**src/rtl/bve_pkg.sv**
```systemverilog
// Shared widths, constants and types of the barometric velocity estimator.
package bve_pkg;

	localparam int DATA_W    = 32;
	localparam int AVG_DEPTH = 10;
	localparam int AVG_CNT_W = $clog2(AVG_DEPTH);
	localparam int SUM_W     = DATA_W + AVG_CNT_W;

	localparam int SPS_W = 10;
	localparam logic [SPS_W-1:0] SPS_RESET = 10'd50;

	localparam int DIFF_W = DATA_W + 1;
	localparam int RATE_W = DIFF_W + SPS_W + 1;
	localparam int R4F_W  = RATE_W + 2;
	localparam int R4_W   = 35;
	localparam int ACC_W  = R4_W + 1;

	localparam int DIV5_IN_W = 34;
	localparam int DIV5_K    = 36;
	localparam int DIV5_Q_W  = DATA_W - 1;
	localparam logic [DIV5_IN_W-1:0] DIV5_MUL = 34'd13743895348;
	localparam logic [ACC_W-1:0]     SAT_MAG  = 36'd10737418240;

	localparam int MAG_W     = SUM_W;
	localparam int AVG_K     = SUM_W + AVG_CNT_W;
	localparam int AVG_MUL_W = AVG_K - AVG_CNT_W + 2;
	localparam logic [63:0] AVG_MUL_FULL =
		((64'd1 << AVG_K) + 64'(AVG_DEPTH) - 64'd1) / 64'(AVG_DEPTH);
	localparam logic [AVG_MUL_W-1:0] AVG_MUL = AVG_MUL_FULL[AVG_MUL_W-1:0];
	localparam int LO_W   = 18;
	localparam int HI_W   = MAG_W - LO_W;
	localparam int PLO_W  = LO_W + AVG_MUL_W;
	localparam int PHI_W  = HI_W + AVG_MUL_W;
	localparam int PROD_W = MAG_W + AVG_MUL_W;

	typedef logic signed [DATA_W-1:0] word_t;
	typedef logic signed [SUM_W-1:0]  sum_t;

	typedef struct packed {
		logic  shift;
		word_t vel;
	} ring_push_t;

endpackage

```
**src/rtl/bve_cell.sv**
```systemverilog
// One ring cell: holds a velocity word and passes it on at each shift.
module bve_cell (
	input  logic          clk,
	input  logic          arst_n,
	input  logic          shift,
	input  bve_pkg::word_t d,
	output bve_pkg::word_t q
);
	import bve_pkg::*;

	word_t val_q;

	always_ff @(posedge clk or negedge arst_n) begin
		if (!arst_n) begin
			val_q <= '0;
		end else if (shift) begin
			val_q <= d;
		end
	end

	assign q = val_q;

endmodule

```
**src/rtl/bve_ring.sv**
```systemverilog
// Chain of velocity cells with the running sum over the chain.
module bve_ring (
	input  logic               clk,
	input  logic               arst_n,
	input  bve_pkg::ring_push_t push,
	output bve_pkg::sum_t      sum
);
	import bve_pkg::*;

	word_t cell_q [AVG_DEPTH];
	sum_t  sum_q;

	for (genvar i = 0; i < AVG_DEPTH; i++) begin : g_cell
		if (i == 0) begin : g_head
			bve_cell u_cell (
				.clk   (clk),
				.arst_n(arst_n),
				.shift (push.shift),
				.d     (push.vel),
				.q     (cell_q[i])
			);
		end else begin : g_body
			bve_cell u_cell (
				.clk   (clk),
				.arst_n(arst_n),
				.shift (push.shift),
				.d     (cell_q[i-1]),
				.q     (cell_q[i])
			);
		end
	end

	always_ff @(posedge clk or negedge arst_n) begin
		if (!arst_n) begin
			sum_q <= '0;
		end else if (push.shift) begin
			sum_q <= sum_q
				- {{(SUM_W-DATA_W){cell_q[AVG_DEPTH-1][DATA_W-1]}}, cell_q[AVG_DEPTH-1]}
				+ {{(SUM_W-DATA_W){push.vel[DATA_W-1]}}, push.vel};
		end
	end

	assign sum = sum_q;

	a_sum_hold: assert property (@(posedge clk) disable iff (!arst_n)
		!$past(push.shift) |-> $stable(sum_q))
		else $error("ring sum moved without a shift");

endmodule

```
**config.mk**
```make
export PLATFORM = sky130hd
export DESIGN_NAME = bve_ring
export DESIGN_NICKNAME = d
export VERILOG_FILES = /design/src/rtl/bve_pkg.sv /design/src/rtl/bve_cell.sv /design/src/rtl/bve_ring.sv
export SDC_FILE = /design/constraint.sdc
export NUM_CORES = 1
export LEC_CHECK = 0
export BUFFER_PORTS_ARGS = -buffer_cell sky130_fd_sc_hd__buf_2
export CAP_MARGIN = 10
export CORE_UTILIZATION = 51
export CTS_CLUSTER_DIAMETER = 200
export DETAILED_ROUTE_END_ITERATION = 12
export PLACE_DENSITY = 0.67
export SYNTH_ARGS = -nofsm -noshare
export SYNTH_HDL_FRONTEND = slang
export SYNTH_HIERARCHICAL = 1
export SYNTH_SLANG_ARGS = --single-unit
```
**constraint.sdc**
```tcl
create_clock -name clk -period 2.88 [get_ports clk]
set_input_delay 0.144 -clock clk [delete_from_list [all_inputs] [get_ports clk]]
set_output_delay 0.144 -clock clk [all_outputs]
set_load 0.02 [all_outputs]
```
==> results of run 1 <==
==> per-stage QoR <==
step                      std cells  util [%]  cell area [µm²]  hold slack (ns)  worst slack (ns)
after floorplan                1246         -            18100           -0.152           -0.0328
after global placement         1827      55.3            19200            0.217            -0.241
after detailed placement       1827      55.3            19200            0.216            -0.312
after CTS                      1935      60.6            21000           0.0492            -0.130
after global routing           1952      62.1            21500           0.0671            -0.203
final                          1953      62.1            21500           0.0733           -0.0710
==> worst reg2reg max path: stages, from the launching register on <==
cell and delay (ns):
dfrtp_1 0.39, fa_1 0.52, inv_2 0.05, ha_4 0.22, a211o_1 0.33, a21oi_4 0.18
a2111oi_4 0.09, buf_4 0.16, o21ai_4 0.25, nor2_4 0.07, o211ai_1 0.25, a21oi_1 0.12
o31ai_1 0.22
==> cells by family after synthesis <==
kind of cell / count (synthesis) / share of synthesized area (%)
multiplexers: 331 / 26.9
adder cells (fa/ha/maj): 72 / 6.46
AND/OR/NAND/NOR: 107 / 2.84
XOR/XNOR: 26 / 1.26
AO/OA/AOI/OAI: 146 / 5.64
buffers and inverters: 208 / 7.51
flip-flops: 356 / 49.4
==> cells in the mapped netlist (9+ instances only) <==
library cell	count
buf_12	30
a21o_1	15
nand2_1	31
nand4_1	11
inv_1	149
a21oi_1	34
o21ai_0	26
ha_1	37
xor2_1	9
buf_6	10
mux2i_1	11
xnor2_1	17
fa_1	35
nand3_1	10
nor2_1	28
mux2_2	20
mux2_4	300
dfrtp_1	356
o21bai_1	9
==> state kept, by name (all words and copies together), names as in the netlist <==
name / flops
g_cell.g_head.u_cell/q: 32
sum: 36
g_cell.g_body.u_cell/q: 288
==> area by class of cell <==
type	count	area share, %
diodes	1	0.0116
clock buffers	57	5.37
clock inverters	14	0.751
inverters	149	2.60
multi-input cells	682	38.6
flip-flops and latches	356	41.5
well taps	455	2.65
repair buffers	239	8.55
==> worst paths after layout <==
kind	from	to	slack (ns)	cells after the start
max	g_cell[9].g_body.u_cell/q[18]	sum[29]	-0.07	12
min	push[31]	g_cell[0].g_head.u_cell/q[31]	0.07	3
min reg2reg	g_cell[8].g_body.u_cell/q[13]	g_cell[9].g_body.u_cell/q[13]	0.49	1
max in group asynchronous	arst_n	g_cell[2].g_body.u_cell/q[17]	1.75	3
max reg2reg	g_cell[9].g_body.u_cell/q[18]	sum[29]	-0.07	12
min in group asynchronous	arst_n	g_cell[3].g_body.u_cell/q[4]	0.22	2
==> metal layers <==
layer / up-vias / track usage (%) / wire (µm)
met2: 146 / 28.0 / 14700
met1: 5013 / 27.4 / 15900
li1: 4686 / - / -
met3: 47 / 2.86 / 1120
met5: - / 0 / 0
met4: 0 / 5.40 / 629
==> repair_timing <==
item	CTS	global route
setup endpoints to repair	23	25
setup buffers	5	19
hold endpoints to repair	117	0
resized for setup	30	77
pin swaps	29	59
hold buffers	32	0
==> results.toml, run 1 <==
[cells_and_area]
multiInputGateArea_um2 = 8290
layout.nets = 1575
seq_area_um2 = 8920
fillers = 2604
area_delta_synth_final_pct = 19.2
mostFrequentLayoutCells = "350 x dfrtp_1, 300 x mux2_4, 136 x inv_1"
drive_above_1_share_pct = 46.1
final_common_cell = "dfrtp_1"

[sta]
fmax_ghz = 0.339
slew_viol_final = 0
period_needed_ns = 2.95
setup_tns_ns = -0.267
fin_ws_ns = -0.0710
fin_skew_ns = 0.0277
rsz0062_at_grt = "yes"
hold_viol_final = 0
fin_crit_sh_pct = 102
setup_violations = 5
tightest_slew_ns = 0.694
max_slew_margin_pct = 53.7

[min_path]
hp-class = "input port to flop"

[placement]
hpwl_um = 20900
globalplace.congestion = 0.839
io_buffer_count = 70

[drt]
via_count = 9892
via_per_inst = 5.07
antenna_left = 0
first_pass_iters = 5
drc = 0
drt_iter0_drc = 526
wire_per_inst_um = 16.5
totalWireLength_um = 32300

[critical_path]
cp-start-kind = "flop"
path_cells = "fa_1 > inv_2 > ha_4 > a211o_1 > a21oi_4 > a2111oi_4 > buf_4 > o21ai_4 > nor2_4 > o211ai_1 > a21oi_1 > o31ai_1"
arrival_ns = 3.39
worst-path-buf-inv = 2
slowest_delay_ns = 0.52
critPathMaxFanout = 4
cp_top_family = "compound AO/OA/AOI/OAI gates"
critical_path_class = "flop to flop"
cp.required_ns = 3.32
cp_slowest_cell = "fa_1"
crit_path_end_kind = "flop"

[synthesis]
synth_top_area_share_pct = 49.4
synth_nets = 1353
synth-warning-count = 6
synthesis.area_um2 = 18000
synth.distinct_cells = 62
synthCells = 1246
synth_ff_type = "dfrtp_1"
synth_area_leader_cell = "dfrtp_1"
synth-async-reset-ratio_pct = 100
synth_edf_count = 0
synth_area_per_cell_um2 = 14.5
ys_seq_area_share_pct = 49.4
ys_ff_latch = 356
synth.area.top_cells = "dfrtp_1 49%, mux2_4 25%, fa_1 3.9%"

[floorplan]
start_util_pct = 52.0
die_w_um = 190
io_pins = 71
std_cell_rows = 68
core_region_area_um2 = 34600
die_area_um2 = 36100
fp.dieH_um = 190

[clock_tree]
clockBufferDepth = 3
clk_pin_slew_ns = 0.06
cts.htree.levels = 2
clock-sinks = 356
cts_made_buffers = 40
insertion_delay_ns = 0.55
root_buffer = "clkbuf_16"
cts_tree = "built"

[global_route]
antenna_found_initial = 0
grt_max_degree = 90
grt_pass1_vias = 10500
grt_pass1_wl_um = 54000
grt_usage_pct = 18.5
grt-ovfl-total = 0

[run_status]
violations = "negative setup slack"
status = "finished with violations"

[run]
drv_cap = 0
Power of run 1 is not shown: default switching activity piles up to over one toggle a cycle in this logic, so the estimate is an artifact.
==> run 2, diff against run 1 <==
--- a/config.mk
+++ b/config.mk
@@ -7,10 +7,12 @@
 export LEC_CHECK = 0
 export BUFFER_PORTS_ARGS = -buffer_cell sky130_fd_sc_hd__buf_2
 export CAP_MARGIN = 10
-export CORE_UTILIZATION = 51
+export CELL_PAD_IN_SITES_DETAIL_PLACEMENT = 1
+export CELL_PAD_IN_SITES_GLOBAL_PLACEMENT = 1
+export CORE_UTILIZATION = 26
 export CTS_CLUSTER_DIAMETER = 200
 export DETAILED_ROUTE_END_ITERATION = 12
-export PLACE_DENSITY = 0.67
+export PLACE_DENSITY = 0.42
 export SYNTH_ARGS = -nofsm -noshare
 export SYNTH_HDL_FRONTEND = slang
 export SYNTH_HIERARCHICAL = 1
==> constraint.sdc (replaced) <==
create_clock -name clk -period 2.75 [get_ports clk]
set_input_delay 0.1375 -clock clk [delete_from_list [all_inputs] [get_ports clk]]
set_output_delay 0.1375 -clock clk [all_outputs]
set_load 0.02 [all_outputs]
==> run 2 against run 1 <==
  * The flow still finishes with violations (negative setup slack)
  * Core utilization down 29 points
  * Via count rose by 4.3%
  * Die area up 95%
  * Cell area increased by 6.0%
  * Critical path type unchanged
  * Largest cell class unchanged
  * Highest routed layer is now met5
==> results.toml, run 2 (synthesis results as in run 1) <==
[critical_path]
critical_path_class = "flop to flop"
slowest_delay_ns = 0.49
cp_top_family = "compound AO/OA/AOI/OAI gates"
critPathMaxFanout = 3
cp.required_ns = 3.23
worst-path-buf-inv = 3
crit_top_cell = "inv_1"
crit_path_end_kind = "flop"
path_cells = "inv_1 > fa_1 > inv_1 > ha_1 > a21o_1 > a41oi_4 > a2111oi_4 > a211oi_4 > o21ai_4 > buf_6 > xor2_2 > nand2_1 > o21ai_1"
cp_slowest_cell = "fa_1"
cp-start-kind = "flop"
arrival_ns = 3.40

[floorplan]
start_util_pct = 26.3
die_area_um2 = 70400
std_cell_rows = 96
core_region_area_um2 = 68600
io_pins = 71
fp.dieH_um = 265
die_w_um = 265

[drt]
totalWireLength_um = 39600
via_per_inst = 4.11
drt_iter0_drc = 377
via_count = 10300
antenna_left = 0
first_pass_iters = 4
wire_per_inst_um = 15.8
drc = 0

[cells_and_area]
largest_reg_flops = 288
mostFrequentLayoutCells = "336 x dfrtp_1, 300 x mux2_4, 196 x buf_4"
post-route-util_pct = 33.2
drive_above_1_share_pct = 50.1
multiInputGateArea_um2 = 8330
layout.nets = 1651
antennaDiodeCount = 0
seq_area_um2 = 8930
fillers = 7293
final_common_cell = "dfrtp_1"
finalInstanceArea_um2 = 22800
area_delta_synth_final_pct = 26.4

[sta]
period_needed_ns = 2.92
max_slew_margin_pct = 60.1
fin_skew_ns = 0.0353
fmax_ghz = 0.342
fin_crit_sh_pct = 106
slew_viol_final = 0
hold_viol_final = 0
tightest_slew_ns = 0.598
setup_violations = 25
fin_ws_ns = -0.170
rsz0062_at_grt = "yes"

[clock_tree]
clockBufferDepth = 3
clock-sinks = 356
cts.htree.levels = 2
cts_made_buffers = 45
cts_tree = "built"
root_buffer = "clkbuf_16"
clk_pin_slew_ns = 0.06
insertion_delay_ns = 0.57

[global_route]
grt_pass1_vias = 11800
antenna_found_initial = 1
grt_usage_pct = 11.8
grt-ovfl-total = 0
grt_max_degree = 93
grt_pass1_wl_um = 66600

[placement]
dp_slack_ns = -0.323
io_buffer_count = 70
globalplace.congestion = 0.739
hpwl_um = 26300
placedInstanceArea_um2 = 20300

[run_status]
violations = "negative setup slack"
status = "finished with violations"

[min_path]
hp-class = "input port to flop"

[run]
drv_cap = 0
==> run 2: changes by cell type in the layout (fill, tap and decap cells not counted), sizes merged <==
cell / change
buf: +70
clkinvlp: +1
clkinv: -1
clkbuf: +7
bufinv: +1
diode: -1
dlygate4sd3: +1
==> run 2: final cells by class <==
type	instances	share of cell area, %
sequential	356	39.2
inverter	149	2.46
timing repair buffer	310	10.3
clock inverter	15	0.731
clock buffer	64	5.56
multi-input combinational	682	36.6
tap	931	5.11
==> run 2: what timing repair did <==
| item | in CTS | in global routing |
|---|---|---|
| pin swaps | 45 | 21 |
| hold buffers | 33 | 0 |
| setup buffers | 14 | 13 |
| endpoints found under the setup margin | 26 | 26 |
| gates resized for setup | 69 | 34 |
| endpoints found under the hold margin | 88 | 0 |
==> run 2: worst register-to-register path, cell delays in order (launching register included) <==
cell	delay [ns]
dfrtp_2	0.35
inv_1	0.05
fa_1	0.49
inv_1	0.04
ha_1	0.31
a21o_1	0.19
a41oi_4	0.17
a2111oi_4	0.44
a211oi_4	0.11
o21ai_4	0.24
buf_6	0.14
xor2_2	0.16
nand2_1	0.07
o21ai_1	0.10
==> run 2: final timing paths <==
path | startpoint | end | slack [ns] | cells past startpoint
min reg2reg | g_cell[8].g_body.u_cell/q[31] | g_cell[9].g_body.u_cell/q[31] | 0.48 | 1
max | sum[2] | sum[20] | -0.17 | 13
max in group asynchronous | arst_n | sum[20] | 1.68 | 3
max reg2reg | sum[2] | sum[20] | -0.17 | 13
min | push[32] | sum[16] | 0.04 | 3
min in group asynchronous | arst_n | sum[32] | 0.14 | 2
==> run 2: layer usage <==
metal,GRT usage (%),up-vias,part of all wire (%)
met1,17.1,5311,51
met4,3.47,2,2.2
met3,1.93,60,2.9
met5,0,-,0.030
met2,17.8,112,44
li1,-,4829,-
==> run 2: stage by stage <==
stage | instances | TNS, ns | hold WS [ns]
after floorplan | 1246 | -0.119 | -0.158
after global placement | 2368 | -4.92 | 0.148
after detailed placement | 2368 | -5.57 | 0.150
after CTS | 2494 | -2.25 | 0.0254
after global routing | 2507 | -6.38 | 0.0488
final | 2507 | -2.57 | 0.0423
Power of run 2 is left out for the same reason.
